**src/rtl/srs_pkg.sv**
```systemverilog
`default_nettype none
// ----------------------------------------------------------------------------
// srs_pkg
// Shared types and constants for the systematic particle resampler.
// ----------------------------------------------------------------------------
package srs_pkg;

    localparam int PARTICLES  = 64;
    localparam int WEIGHT_W   = 16;
    localparam int OFFSET_W   = 10;
    localparam int INDEX_W    = 6;
    localparam int COUNT_W    = 7;
    localparam int SUM_W      = 23;
    localparam int ONE_Q16    = 65536;
    localparam int BANK_DEPTH = 1 << INDEX_W;
    localparam int RAM_DEPTH  = 2 * BANK_DEPTH;
    localparam int RAM_ADDR_W = INDEX_W + 1;
    localparam int STEP_Q     = ONE_Q16 / PARTICLES;
    localparam int STEP_R     = ONE_Q16 % PARTICLES;
    localparam int FRAC_W     = $clog2(PARTICLES);

    typedef struct packed {
        logic                bank;
        logic [COUNT_W-1:0]  count;
        logic [OFFSET_W-1:0] offset;
    } walk_cmd_t;

    typedef struct packed {
        logic                  en;
        logic [RAM_ADDR_W-1:0] addr;
        logic [WEIGHT_W-1:0]   data;
    } ram_wr_t;

    typedef enum logic [1:0] {
        WALK_IDLE,
        WALK_FIRST,
        WALK_CHECK,
        WALK_ADD
    } walk_state_t;

endpackage : srs_pkg
`default_nettype wire

```
**src/rtl/srs_ram.sv**
```systemverilog
`default_nettype none
// ----------------------------------------------------------------------------
// srs_ram
// Generic simple dual-port ram, one write port and one registered read port.
// ----------------------------------------------------------------------------
module srs_ram #(
    parameter int WIDTH = 16,
    parameter int DEPTH = 128
) (
    input  wire logic                     clk,
    input  wire logic                     wr_en,
    input  wire logic [$clog2(DEPTH)-1:0] wr_addr,
    input  wire logic [WIDTH-1:0]         wr_data,
    input  wire logic                     rd_en,
    input  wire logic [$clog2(DEPTH)-1:0] rd_addr,
    output logic      [WIDTH-1:0]         rd_data
);

    logic [WIDTH-1:0] mem_reg [DEPTH];
    logic [WIDTH-1:0] rd_data_reg;

    always_ff @(posedge clk)
    begin
        if (wr_en)
        begin
            mem_reg[wr_addr] <= wr_data;
        end
        if (rd_en)
        begin
            rd_data_reg <= mem_reg[rd_addr];
        end
    end

    assign rd_data = rd_data_reg;

endmodule : srs_ram
`default_nettype wire

```
**src/rtl/srs_front.sv**
```systemverilog
`default_nettype none
// ----------------------------------------------------------------------------
// srs_front
// Load side: stores each accepted weight, up to PARTICLES per batch, into the
// current bank and, on the last request, hands a walk command to the queue
// and flips the bank.
module srs_front
    import srs_pkg::*;
(
    input  wire logic                clk,
    input  wire logic                rst_n,
    input  wire logic                in_valid,
    output logic                     in_stall,
    input  wire logic [WEIGHT_W-1:0] weight,
    input  wire logic [OFFSET_W-1:0] offset,
    input  wire logic                is_last,
    input  wire logic                q_full,
    output logic                     push,
    output walk_cmd_t                push_cmd,
    output ram_wr_t                  ram_wr
);

    logic               bank_reg;
    logic               bank_next;
    logic [COUNT_W-1:0] load_count_reg;
    logic [COUNT_W-1:0] load_count_next;
    logic [COUNT_W-1:0] count_stored;
    logic               accept;
    logic               has_room;

    assign in_stall = q_full;
    assign accept   = in_valid && !q_full;
    assign has_room = load_count_reg < COUNT_W'(PARTICLES);

    always_comb
    begin
        ram_wr.en   = accept && has_room;
        ram_wr.addr = {bank_reg, load_count_reg[INDEX_W-1:0]};
        ram_wr.data = weight;

        count_stored = has_room ? load_count_reg + COUNT_W'(1) : load_count_reg;

        push            = accept && is_last;
        push_cmd.bank   = bank_reg;
        push_cmd.count  = count_stored;
        push_cmd.offset = offset;

        load_count_next = load_count_reg;
        bank_next       = bank_reg;
        if (accept)
        begin
            if (is_last)
            begin
                load_count_next = '0;
                bank_next       = !bank_reg;
            end
            else
            begin
                load_count_next = count_stored;
            end
        end
    end

    always_ff @(posedge clk or negedge rst_n)
    begin
        if (!rst_n)
        begin
            bank_reg       <= 1'b0;
            load_count_reg <= '0;
        end
        else
        begin
            bank_reg       <= bank_next;
            load_count_reg <= load_count_next;
        end
    end

endmodule : srs_front
`default_nettype wire

```
**src/rtl/srs_cmdq.sv**
```systemverilog
`default_nettype none
// ----------------------------------------------------------------------------
// srs_cmdq
// One-entry command queue between the load side and the walk engine.
// ----------------------------------------------------------------------------
module srs_cmdq
    import srs_pkg::*;
(
    input  wire logic      clk,
    input  wire logic      rst_n,
    input  wire logic      push,
    input  wire walk_cmd_t push_cmd,
    input  wire logic      pop,
    output logic           full,
    output walk_cmd_t      head
);

    logic      full_reg;
    logic      full_next;
    walk_cmd_t cmd_reg;

    always_comb
    begin
        full_next = full_reg;
        if (push)
        begin
            full_next = 1'b1;
        end
        else if (pop)
        begin
            full_next = 1'b0;
        end
    end

    always_ff @(posedge clk or negedge rst_n)
    begin
        if (!rst_n)
        begin
            full_reg <= 1'b0;
        end
        else
        begin
            full_reg <= full_next;
        end
    end

    always_ff @(posedge clk)
    begin
        if (push)
        begin
            cmd_reg <= push_cmd;
        end
    end

    assign full = full_reg;
    assign head = cmd_reg;

endmodule : srs_cmdq
`default_nettype wire

```
**src/rtl/srs_walk.sv**
```systemverilog
`default_nettype none
// ----------------------------------------------------------------------------
// srs_walk
// Walk engine: steps the running weight sum against the slot thresholds and
// emits one source index per slot through an output register.
// ----------------------------------------------------------------------------
module srs_walk
    import srs_pkg::*;
(
    input  wire logic                  clk,
    input  wire logic                  rst_n,
    input  wire logic                  q_full,
    input  wire walk_cmd_t             q_head,
    output logic                       pop,
    output logic                       rd_en,
    output logic      [RAM_ADDR_W-1:0] rd_addr,
    input  wire logic [WEIGHT_W-1:0]   rd_data,
    output logic                       out_valid,
    input  wire logic                  out_stall,
    output logic      [INDEX_W-1:0]    source_index,
    output logic                       last_slot
);

    walk_state_t         state_reg;
    walk_state_t         state_next;
    logic                bank_reg;
    logic                bank_next;
    logic [COUNT_W-1:0]  count_reg;
    logic [COUNT_W-1:0]  count_next;
    logic [INDEX_W-1:0]  idx_reg;
    logic [INDEX_W-1:0]  idx_next;
    logic [INDEX_W-1:0]  slot_reg;
    logic [INDEX_W-1:0]  slot_next;
    logic [SUM_W-1:0]    sum_reg;
    logic [SUM_W-1:0]    sum_next;
    logic [SUM_W-1:0]    thr_reg;
    logic [SUM_W-1:0]    thr_next;
    logic [FRAC_W-1:0]   frac_reg;
    logic [FRAC_W-1:0]   frac_next;
    logic [FRAC_W:0]     frac_sum;
    logic                frac_carry;
    logic                out_valid_reg;
    logic                out_valid_next;
    logic [INDEX_W-1:0]  out_index_reg;
    logic                out_last_reg;
    logic                slot_free;
    logic                advance;
    logic                emit;
    logic                final_slot;

    assign slot_free  = !out_valid_reg || !out_stall;
    assign final_slot = slot_reg == INDEX_W'(PARTICLES - 1);
    assign advance    = (thr_reg > sum_reg)
                        && ({1'b0, idx_reg} + COUNT_W'(1) < count_reg);
    assign frac_sum   = {1'b0, frac_reg} + (FRAC_W + 1)'(STEP_R);
    assign frac_carry = frac_sum >= (FRAC_W + 1)'(PARTICLES);

    always_comb
    begin
        state_next  = state_reg;
        bank_next   = bank_reg;
        count_next  = count_reg;
        idx_next    = idx_reg;
        slot_next   = slot_reg;
        sum_next    = sum_reg;
        thr_next    = thr_reg;
        frac_next   = frac_reg;
        pop         = 1'b0;
        rd_en       = 1'b0;
        rd_addr     = {bank_reg, idx_reg + INDEX_W'(1)};
        emit        = 1'b0;

        unique case (state_reg)
            WALK_IDLE:
            begin
                if (q_full)
                begin
                    pop         = 1'b1;
                    rd_en       = 1'b1;
                    rd_addr     = {q_head.bank, INDEX_W'(0)};
                    bank_next   = q_head.bank;
                    count_next  = q_head.count;
                    idx_next    = '0;
                    slot_next   = '0;
                    frac_next   = '0;
                    thr_next    = SUM_W'(q_head.offset);
                    state_next  = WALK_FIRST;
                end
            end
            WALK_FIRST:
            begin
                sum_next   = SUM_W'(rd_data);
                state_next = WALK_CHECK;
            end
            WALK_CHECK:
            begin
                if (advance)
                begin
                    rd_en      = 1'b1;
                    state_next = WALK_ADD;
                end
                else if (slot_free)
                begin
                    emit = 1'b1;
                    if (final_slot)
                    begin
                        state_next = WALK_IDLE;
                    end
                    else
                    begin
                        slot_next = slot_reg + INDEX_W'(1);
                        frac_next = frac_carry
                                    ? FRAC_W'(frac_sum - (FRAC_W + 1)'(PARTICLES))
                                    : frac_sum[FRAC_W-1:0];
                        thr_next  = thr_reg + SUM_W'(STEP_Q) + SUM_W'(frac_carry);
                    end
                end
            end
            WALK_ADD:
            begin
                sum_next   = sum_reg + SUM_W'(rd_data);
                idx_next   = idx_reg + INDEX_W'(1);
                state_next = WALK_CHECK;
            end
        endcase

        out_valid_next = out_valid_reg;
        if (emit)
        begin
            out_valid_next = 1'b1;
        end
        else if (!out_stall)
        begin
            out_valid_next = 1'b0;
        end
    end

    always_ff @(posedge clk or negedge rst_n)
    begin
        if (!rst_n)
        begin
            state_reg     <= WALK_IDLE;
            out_valid_reg <= 1'b0;
        end
        else
        begin
            state_reg     <= state_next;
            out_valid_reg <= out_valid_next;
        end
    end

    always_ff @(posedge clk)
    begin
        bank_reg   <= bank_next;
        count_reg  <= count_next;
        idx_reg    <= idx_next;
        slot_reg   <= slot_next;
        sum_reg    <= sum_next;
        thr_reg    <= thr_next;
        frac_reg   <= frac_next;
        if (emit)
        begin
            out_index_reg <= idx_reg;
            out_last_reg  <= final_slot;
        end
    end

    assign out_valid    = out_valid_reg;
    assign source_index = out_index_reg;
    assign last_slot    = out_last_reg;

endmodule : srs_walk
`default_nettype wire

```
**src/rtl/systematic_particle_resampler.sv**
```systemverilog
`default_nettype none
// ----------------------------------------------------------------------------
// systematic_particle_resampler
// Systematic low-variance resampler over up to PARTICLES Q0.16 weights.
// ----------------------------------------------------------------------------
// Weights load at one request per cycle, while in_stall is low, into one
// bank of a two-bank weight ram. The request flagged is_last closes the
// batch and queues a walk; the next batch loads into the other bank while
// the walk runs. in_stall is high after the is_last request until the walk
// engine takes its command, at once if idle, else when the running walk ends.
// A walk over n loaded weights steps the index at most n-1 times, and each
// step reads one weight through the single registered read port of the
// ram. It emits PARTICLES source indices in slot order, the last one
// flagged by last_slot.
// ----------------------------------------------------------------------------
module systematic_particle_resampler
    import srs_pkg::*;
(
    input  wire logic                clk,
    input  wire logic                rst_n,
    input  wire logic                in_valid,
    output logic                     in_stall,
    input  wire logic [WEIGHT_W-1:0] weight,
    input  wire logic [OFFSET_W-1:0] offset,
    input  wire logic                is_last,
    output logic                     out_valid,
    input  wire logic                out_stall,
    output logic      [INDEX_W-1:0]  source_index,
    output logic                     last_slot
);

    logic                  q_full;
    logic                  push;
    logic                  pop;
    walk_cmd_t             push_cmd;
    walk_cmd_t             q_head;
    ram_wr_t               ram_wr;
    logic                  rd_en;
    logic [RAM_ADDR_W-1:0] rd_addr;
    logic [WEIGHT_W-1:0]   rd_data;

    srs_front u_front (
        .clk      (clk),
        .rst_n    (rst_n),
        .in_valid (in_valid),
        .in_stall (in_stall),
        .weight   (weight),
        .offset   (offset),
        .is_last  (is_last),
        .q_full   (q_full),
        .push     (push),
        .push_cmd (push_cmd),
        .ram_wr   (ram_wr)
    );

    srs_cmdq u_cmdq (
        .clk      (clk),
        .rst_n    (rst_n),
        .push     (push),
        .push_cmd (push_cmd),
        .pop      (pop),
        .full     (q_full),
        .head     (q_head)
    );

    srs_ram #(
        .WIDTH (WEIGHT_W),
        .DEPTH (RAM_DEPTH)
    ) u_ram (
        .clk     (clk),
        .wr_en   (ram_wr.en),
        .wr_addr (ram_wr.addr),
        .wr_data (ram_wr.data),
        .rd_en   (rd_en),
        .rd_addr (rd_addr),
        .rd_data (rd_data)
    );

    srs_walk u_walk (
        .clk          (clk),
        .rst_n        (rst_n),
        .q_full       (q_full),
        .q_head       (q_head),
        .pop          (pop),
        .rd_en        (rd_en),
        .rd_addr      (rd_addr),
        .rd_data      (rd_data),
        .out_valid    (out_valid),
        .out_stall    (out_stall),
        .source_index (source_index),
        .last_slot    (last_slot)
    );

endmodule : systematic_particle_resampler
`default_nettype wire
```
**config.mk**
```make
export PLATFORM = sky130hd
export DESIGN_NAME = systematic_particle_resampler
export DESIGN_NICKNAME = d
export VERILOG_FILES = /design/src/rtl/srs_pkg.sv /design/src/rtl/srs_ram.sv /design/src/rtl/srs_front.sv /design/src/rtl/srs_cmdq.sv /design/src/rtl/srs_walk.sv /design/src/rtl/systematic_particle_resampler.sv
export SDC_FILE = /design/constraint.sdc
export NUM_CORES = 2
export LEC_CHECK = 0
export BUFFER_PORTS_ARGS = -buffer_cell sky130_fd_sc_hd__buf_4
export CAP_MARGIN = 40
export CORE_UTILIZATION = 57
export DETAILED_ROUTE_END_ITERATION = 8
export GPL_ROUTABILITY_DRIVEN = 1
export PLACE_DENSITY = 0.76
export SYNTH_ARGS = -nofsm -noshare
export SYNTH_HDL_FRONTEND = slang
export SYNTH_SLANG_ARGS = --single-unit
```
**constraint.sdc**
```tcl
create_clock -name clk -period 4.6 [get_ports clk]
set_input_delay 0.23 -clock clk [delete_from_list [all_inputs] [get_ports clk]]
set_output_delay 0.23 -clock clk [all_outputs]
set_load 0.05 [all_outputs]
```
# == Word level (Yosys, flattened, before mapping) ==
# Memory sizes are Yosys's and may differ from the RTL's. A register that Yosys moved wholly into a read port is not among the register bits.
# Index checks and enable logic that the tools add are counted.
# totals
reg_bits,109
ram_bits,2048
in_bits,31
out_inout_bits,9
wordCells,102
mem_count,1
# memory_table
name,words,word_bits,read_ports,rd_ports_with_merged_regs,write_ports,line_no,rtl
u_ram.mem_reg,128,16,1,1,1,srs_ram.sv:19,logic [WIDTH-1:0] mem_reg [DEPTH];
# op_classes
addsub,8
n_lt_le_gt_ge,4
n_eq_ne,12
muxes,39
reduce_logical,21
# op_table
operator,n
$mux 23,4
$pmux 23 s2,2
$mux 6,8
$pmux 6 s2,3
$mux 7,4
$add 23x1->23,1
$add 23x11->23 const B,1
$add 23x16->23,1
$gt 23x23->1,1
$add 6x1->6 const B,2
$mux 1,12
$mux 2,4
$reduce_bool 2->1,4
$add 6x1->7 const B,1
$add 7x1->7 const B,1
$ge 6x7->1 const B,1
$lt 7x7->1,1
$lt 7x7->1 const B,1
$eq 6x6->1 const B,1
$ne 2x1->1 const B,3
$ne 2x2->1 const B,3
$ne 3x1->1 const B,2
$pmux 2 s3,1
$reduce_and 2->1,3
other kinds (12),19

# == Depth between registers and ports, before layout ==
# logic_depth
depth_word,6
mapped_depth,13
ltp_nobuf,10

# == Modules after synthesis ==
# A second synthesis with hierarchy kept.
# hier_totals
hier_cells,3666
area_unflattened_um2,84873.9
# by_module_without_submodules
mod,n_inst,cells_per_inst,area_each_um2,seq_area_each_um2
srs_ram,1,3086,78683.0,61979.4
srs_walk,1,478,4859.7,2267.2
srs_front,1,81,754.5,200.2
srs_cmdq,1,21,576.8,565.5

# == Least setup slack after synthesis ==
# Ideal clock, no wire load.
# synth_path
path_kind,register to register
startpoint,reg u_walk.idx_reg[1]
endpoint,"reg u_walk.slot_reg[0], enable pin"
setup_ns,0.450
arrival_ns,4.438
required_time_ns,4.150
setup_slack_ns,-0.287
stages_incl_launch_ff,14
n_path_buf,3
synth_period_minus_slack_ns,4.887
cell_sequence,edfxtp_1 -> ha_1 -> xnor2_1 -> inv_2 -> clkbuf_1 -> buf_2 -> clkbuf_1 -> ha_1 -> o21ai_0 -> nand2b_1 -> a21oi_1 -> o211ai_1 -> a31oi_1 -> o41ai_1
# synth_between
elab_chain_cells,5
# synth_rtl
item,line_no,rtl
"start, declared",srs_walk.sv:30,logic [INDEX_W-1:0] idx_reg;
"start signal, assigned",srs_walk.sv:156,idx_reg <= idx_next;
$add 6x1->7,srs_walk.sv:54,"&& ({1'b0, idx_reg} + COUNT_W'(1) < count_reg);"
$lt 7x7->1,srs_walk.sv:54,
$logic_and 1x1->1,srs_walk.sv:54,
$ne 2x2->1 (no line),-,
$reduce_and 5->1 (no line),-,
"end signal, assigned",srs_walk.sv:157,slot_reg <= slot_next;
"end, declared",srs_walk.sv:32,logic [INDEX_W-1:0] slot_reg;
# Every way passes these cells.
# A chain may end at the register's enable or synchronous reset.

# == Worst setup path after layout ==
# layout_path
startpoint,reg u_walk.idx_reg[1]
endpoint,"reg u_ram.rd_data_reg[7], in the netlist u_ram.rd_data[7], read port of u_ram.mem_reg, data pin"
# layout_between
elab_chain_cells,5
elab_cells_between_ends,8
classes_between,add/sub: 2; order compare: 1; mux: 4; reduce/logical: 1
# layout_rtl
item,line_no,rtl
$add 6x1->7,srs_walk.sv:54,
$lt 7x7->1,srs_walk.sv:54,
$logic_and 1x1->1,srs_walk.sv:54,
$mux 1,srs_walk.sv:97,if (advance)
$pmux 1 s2,srs_walk.sv:73,unique case (state_reg)
"end, declared",srs_ram.sv:20,logic [WIDTH-1:0] rd_data_reg;
# Several ways; a longest one is shown, not always the timed one.

==> impl_metrics.json <==
{
  "std_cell_rows": 143,
  "timing.critical_path.max_delay_family": "compound AO/OA/AOI/OAI gates",
  "post_synth_fa_ha_maj_area_fraction_pct": 0.722,
  "ant_nets": 0,
  "drv_cap": 0,
  "fill_cells": 10384,
  "syn_avg_cell_area_sq_um": 15.0,
  "worstPathBufferInverterCount": 2,
  "power_per_cell_area_nw_per_um2": 595,
  "coreArea_sq_um": 152000,
  "clkTransAtPathRegs_ns": 0.06,
  "cp_data_arrival_time_ns": 5.32,
  "synth_edf_count": 2155,
  "die_width_um": 394,
  "failed_checks": "negative setup slack",
  "dp.final_hpwl_mm": 145,
  "synth_simple_gate_area_share_pct": 6.71,
  "netlist_top_cells_area": "edfxtp_1, mux2i_1, o21ai_0",
  "layout-drive-gt1-share_pct": 12.9,
  "fmaxAchievable_mhz": 216,
  "cp.required_ns": 5.30,
  "cts_root_buf": "clkbuf_16",
  "final.setup_skew_ns": 0.0561,
  "worstSetupPathType": "reg -> reg",
  "area_fraction_of_the_dominant_cell_type_after_synthesis_pct": 73.8,
  "post_drt_wl_per_cell_um": 29.9,
  "min-delay-path-class": "in -> reg",
  "route.detailed.drc": 0,
  "critPathMostFrequentCell": "nand4_1",
  "peakVddDrop_mv": 0.615,
  "placed_area_sq_um": 91800,
  "numCtsBuffers": 210,
  "synth_compound_gate_area_share_pct": 12.2,
  "yosys.cell_types.count": 76,
  "floorplan.initialDensity_pct": 57.5,
  "run_status": "complete, but fails checks",
  "min_period_over_period_pct": 100,
  "multiInputGateArea_sq_um": 20700,
  "gp_congestion": 0.918,
  "worstPathCellList": "ha_2 > xnor2_2 > buf_12 > buf_4 > o311ai_0 > a21oi_1 > a211oi_1 > o32ai_1 > nand4_1 > nand4_1",
  "critical_path_maximum_fanout": 92,
  "fin_util_pct": 64.7,
  "multiplexer_share_of_the_synthesized_area_pct": 3.51,
  "final_nets": 6101,
  "tritoncts_num_sinks": 2167,
  "drtPass1Iterations": 8,
  "tritoncts": "yes",
  "synth_largest_area_cell": "edfxtp_1",
  "gr-usage-all-layers_pct": 31.1,
  "synth_area_sq_um": 87700,
  "synth-seq-area-share_pct": 74.1,
  "number_of_global_route_vias_before_repair": 53199,
  "tightest_pin_transition_ns": 1.00,
  "period_minus_slack_ns": 4.62,
  "drt-total-wl_mm": 246,
  "via_per_inst": 6.81,
  "detail_route.iter0.violations": 8847,
  "netlist_instances": 5850,
  "sequential_cell_area_in_the_final_layout_sq_um": 65000,
  "synth-xor-area-share_pct": 0.309,
  "largest_register_ff_count": 2048,
  "gr-total-overflow": 0,
  "relative_slew_slack_pct": 33.2,
  "die-height_um": 394,
  "post-synth-top-count-cell": "edfxtp_1",
  "worst_setup_path_start_kind": "register",
  "synthArstFlopShare_pct": 0.554,
  "final-hold-violation-count": 0,
  "final_critical_path_setup_slack_ns": -0.0212,
  "synth_top_flop_cell": "edfxtp_1",
  "grt_antenna_before_repair": 10,
  "cp_slowest_stage_delay_ns": 0.73,
  "worst_skew_pair.late_latency_ns": 0.86,
  "io_buffer_count": 39,
  "setup.worst_path.end_class": "register",
  "via_count": 55990,
  "grt_pass1_wl_mm": 358,
  "ctsHtreeMaxLevel": 4,
  "io_pins": 40,
  "synth_top_family_by_area": "compound AO/OA/AOI/OAI gates",
  "ys.warnings.count": 0,
  "final_cell_area_sq_um": 98600,
  "grt_max_degree": 145,
  "slowest_stage": "o32ai_1",
  "syn_nets": 5931,
  "floorplan.die_area_sq_um": 155000,
  "timing.final.setup_violations": 1,
  "power.static_leakage_nw": 32.2,
  "grt_setup_unrepaired": "no",
  "areaGrowthSynthToFinish_pct": 12.4,
  "postSynthRegisterBits": 2167,
  "ys_top_cells_by_count": "edfxtp_1, nand2_1, o21ai_0, nand3_1, a21oi_1",
  "final_max_slew_viol_count": 0,
  "cts.path.max_buffers": 3
}
==> worst register-to-register path: cells and delay by family (launching register included) <==
family / cells / cell delay [ns]
buffers and inverters: 2 / 1.07
adder cells (fa/ha/maj): 1 / 0.28
AO/OA/AOI/OAI: 4 / 1.34
AND/OR/NAND/NOR: 2 / 0.69
XOR/XNOR: 1 / 0.55
flip-flops: 1 / 0.52
==> cell type report <==
class                   count  area share [%]
inverters                  45           0.197
well taps                2030            2.58
multi-input cells        3187            21.0
clock inverters           123            1.08
repair buffers            409            3.70
flip-flops and latches   2167            65.9
clock buffers             261            5.54
diodes                      4          0.0102
==> metrics by stage <==
| stage | total power, mW | setup TNS (ns) | cells | worst slack [ns] | hold WS [ns] |
|---|---|---|---|---|---|
| floorplan | 34.5 | 0 | 5850 | 0.622 | -0.0656 |
| global placement | 41.5 | 0 | 7798 | 0.332 | 0.0873 |
| detailed placement | 41.9 | 0 | 7809 | 0.244 | 0.0915 |
| CTS | 58.3 | 0 | 8222 | 0.144 | 0.00616 |
| global route | 60.5 | 0 | 8225 | 0.0340 | 0.0427 |
| finish | 58.7 | -0.0212 | 8226 | -0.0212 | 0.0276 |
==> power by group <==
group / total, mW / switching [mW] / internal (mW)
registers: 22.9 / 0.485 / 22.4
logic: 19.3 / 13.2 / 6.08
clock network: 16.5 / 7.37 / 9.17
total: 58.7 / 21.1 / 37.6
==> timing repair <==
item	4_1_cts	5_1_grt
endpoints found under the setup margin	0	2
endpoints found under the hold margin	422	0
buffers inserted	0	0
gates resized for setup	0	2
hold buffers	29	0
==> path summary, 6_finish.rpt <==
kind                                                      start  cells past startpoint  slack, ns                               endpoint
worst max-delay path            u_walk.idx_reg[1]$_SDFFCE_PN0P_                     10      -0.02             u_ram.rd_data[7]$_DFFE_PP_
worst min register to register        u_cmdq.head[10]$_DFFE_PP_                      0       0.41          u_walk.count_reg[0]$_DFFE_PP_
min in group asynchronous                                 rst_n                      3       0.50        u_walk.state_reg[1]$_DFFE_PN0P_
worst min-delay path                                  weight[8]                      1       0.03         u_ram.mem_reg[77][8]$_DFFE_PP_
worst max register to register  u_walk.idx_reg[1]$_SDFFCE_PN0P_                     10      -0.02             u_ram.rd_data[7]$_DFFE_PP_
max in group asynchronous                                 rst_n                      3       3.64  u_front.load_count_reg[5]$_DFFE_PN0P_
==> layer usage <==
| metal | wire [um] | track usage (%) | vias to the layer above |
|---|---|---|---|
| met5 | 50 | 0 | - |
| met4 | 10900 | 13.6 | 10 |
| met3 | 31300 | 7.27 | 551 |
| met2 | 112000 | 47.1 | 3951 |
| met1 | 91400 | 43.3 | 27877 |
| li1 | - | - | 23601 |
==> layout by cell type, fill, tap and decap left out, types with 70 or more instances in the layout <==
master	netlist	routed
a211oi_1	70	70
a21oi_1	275	274
a31oi_1	71	71
buf_4	15	339
clkbuf_16	0	211
edfxtp_1	2155	2155
mux2i_1	230	230
nand2_1	452	446
nand3_1	328	324
nor2_1	211	208
nor2b_1	75	75
o211ai_1	71	71
o21ai_0	371	371
o221ai_1	100	100
==> cell families after synthesis <==
logic type	count (synthesis)
flops	2167
simple gates	1269
fa+ha+maj	50
compound gates	1539
xor+xnor	31
mux	298
buf+inv	496
No activity file was read; power rests on OpenSTA's default activity.
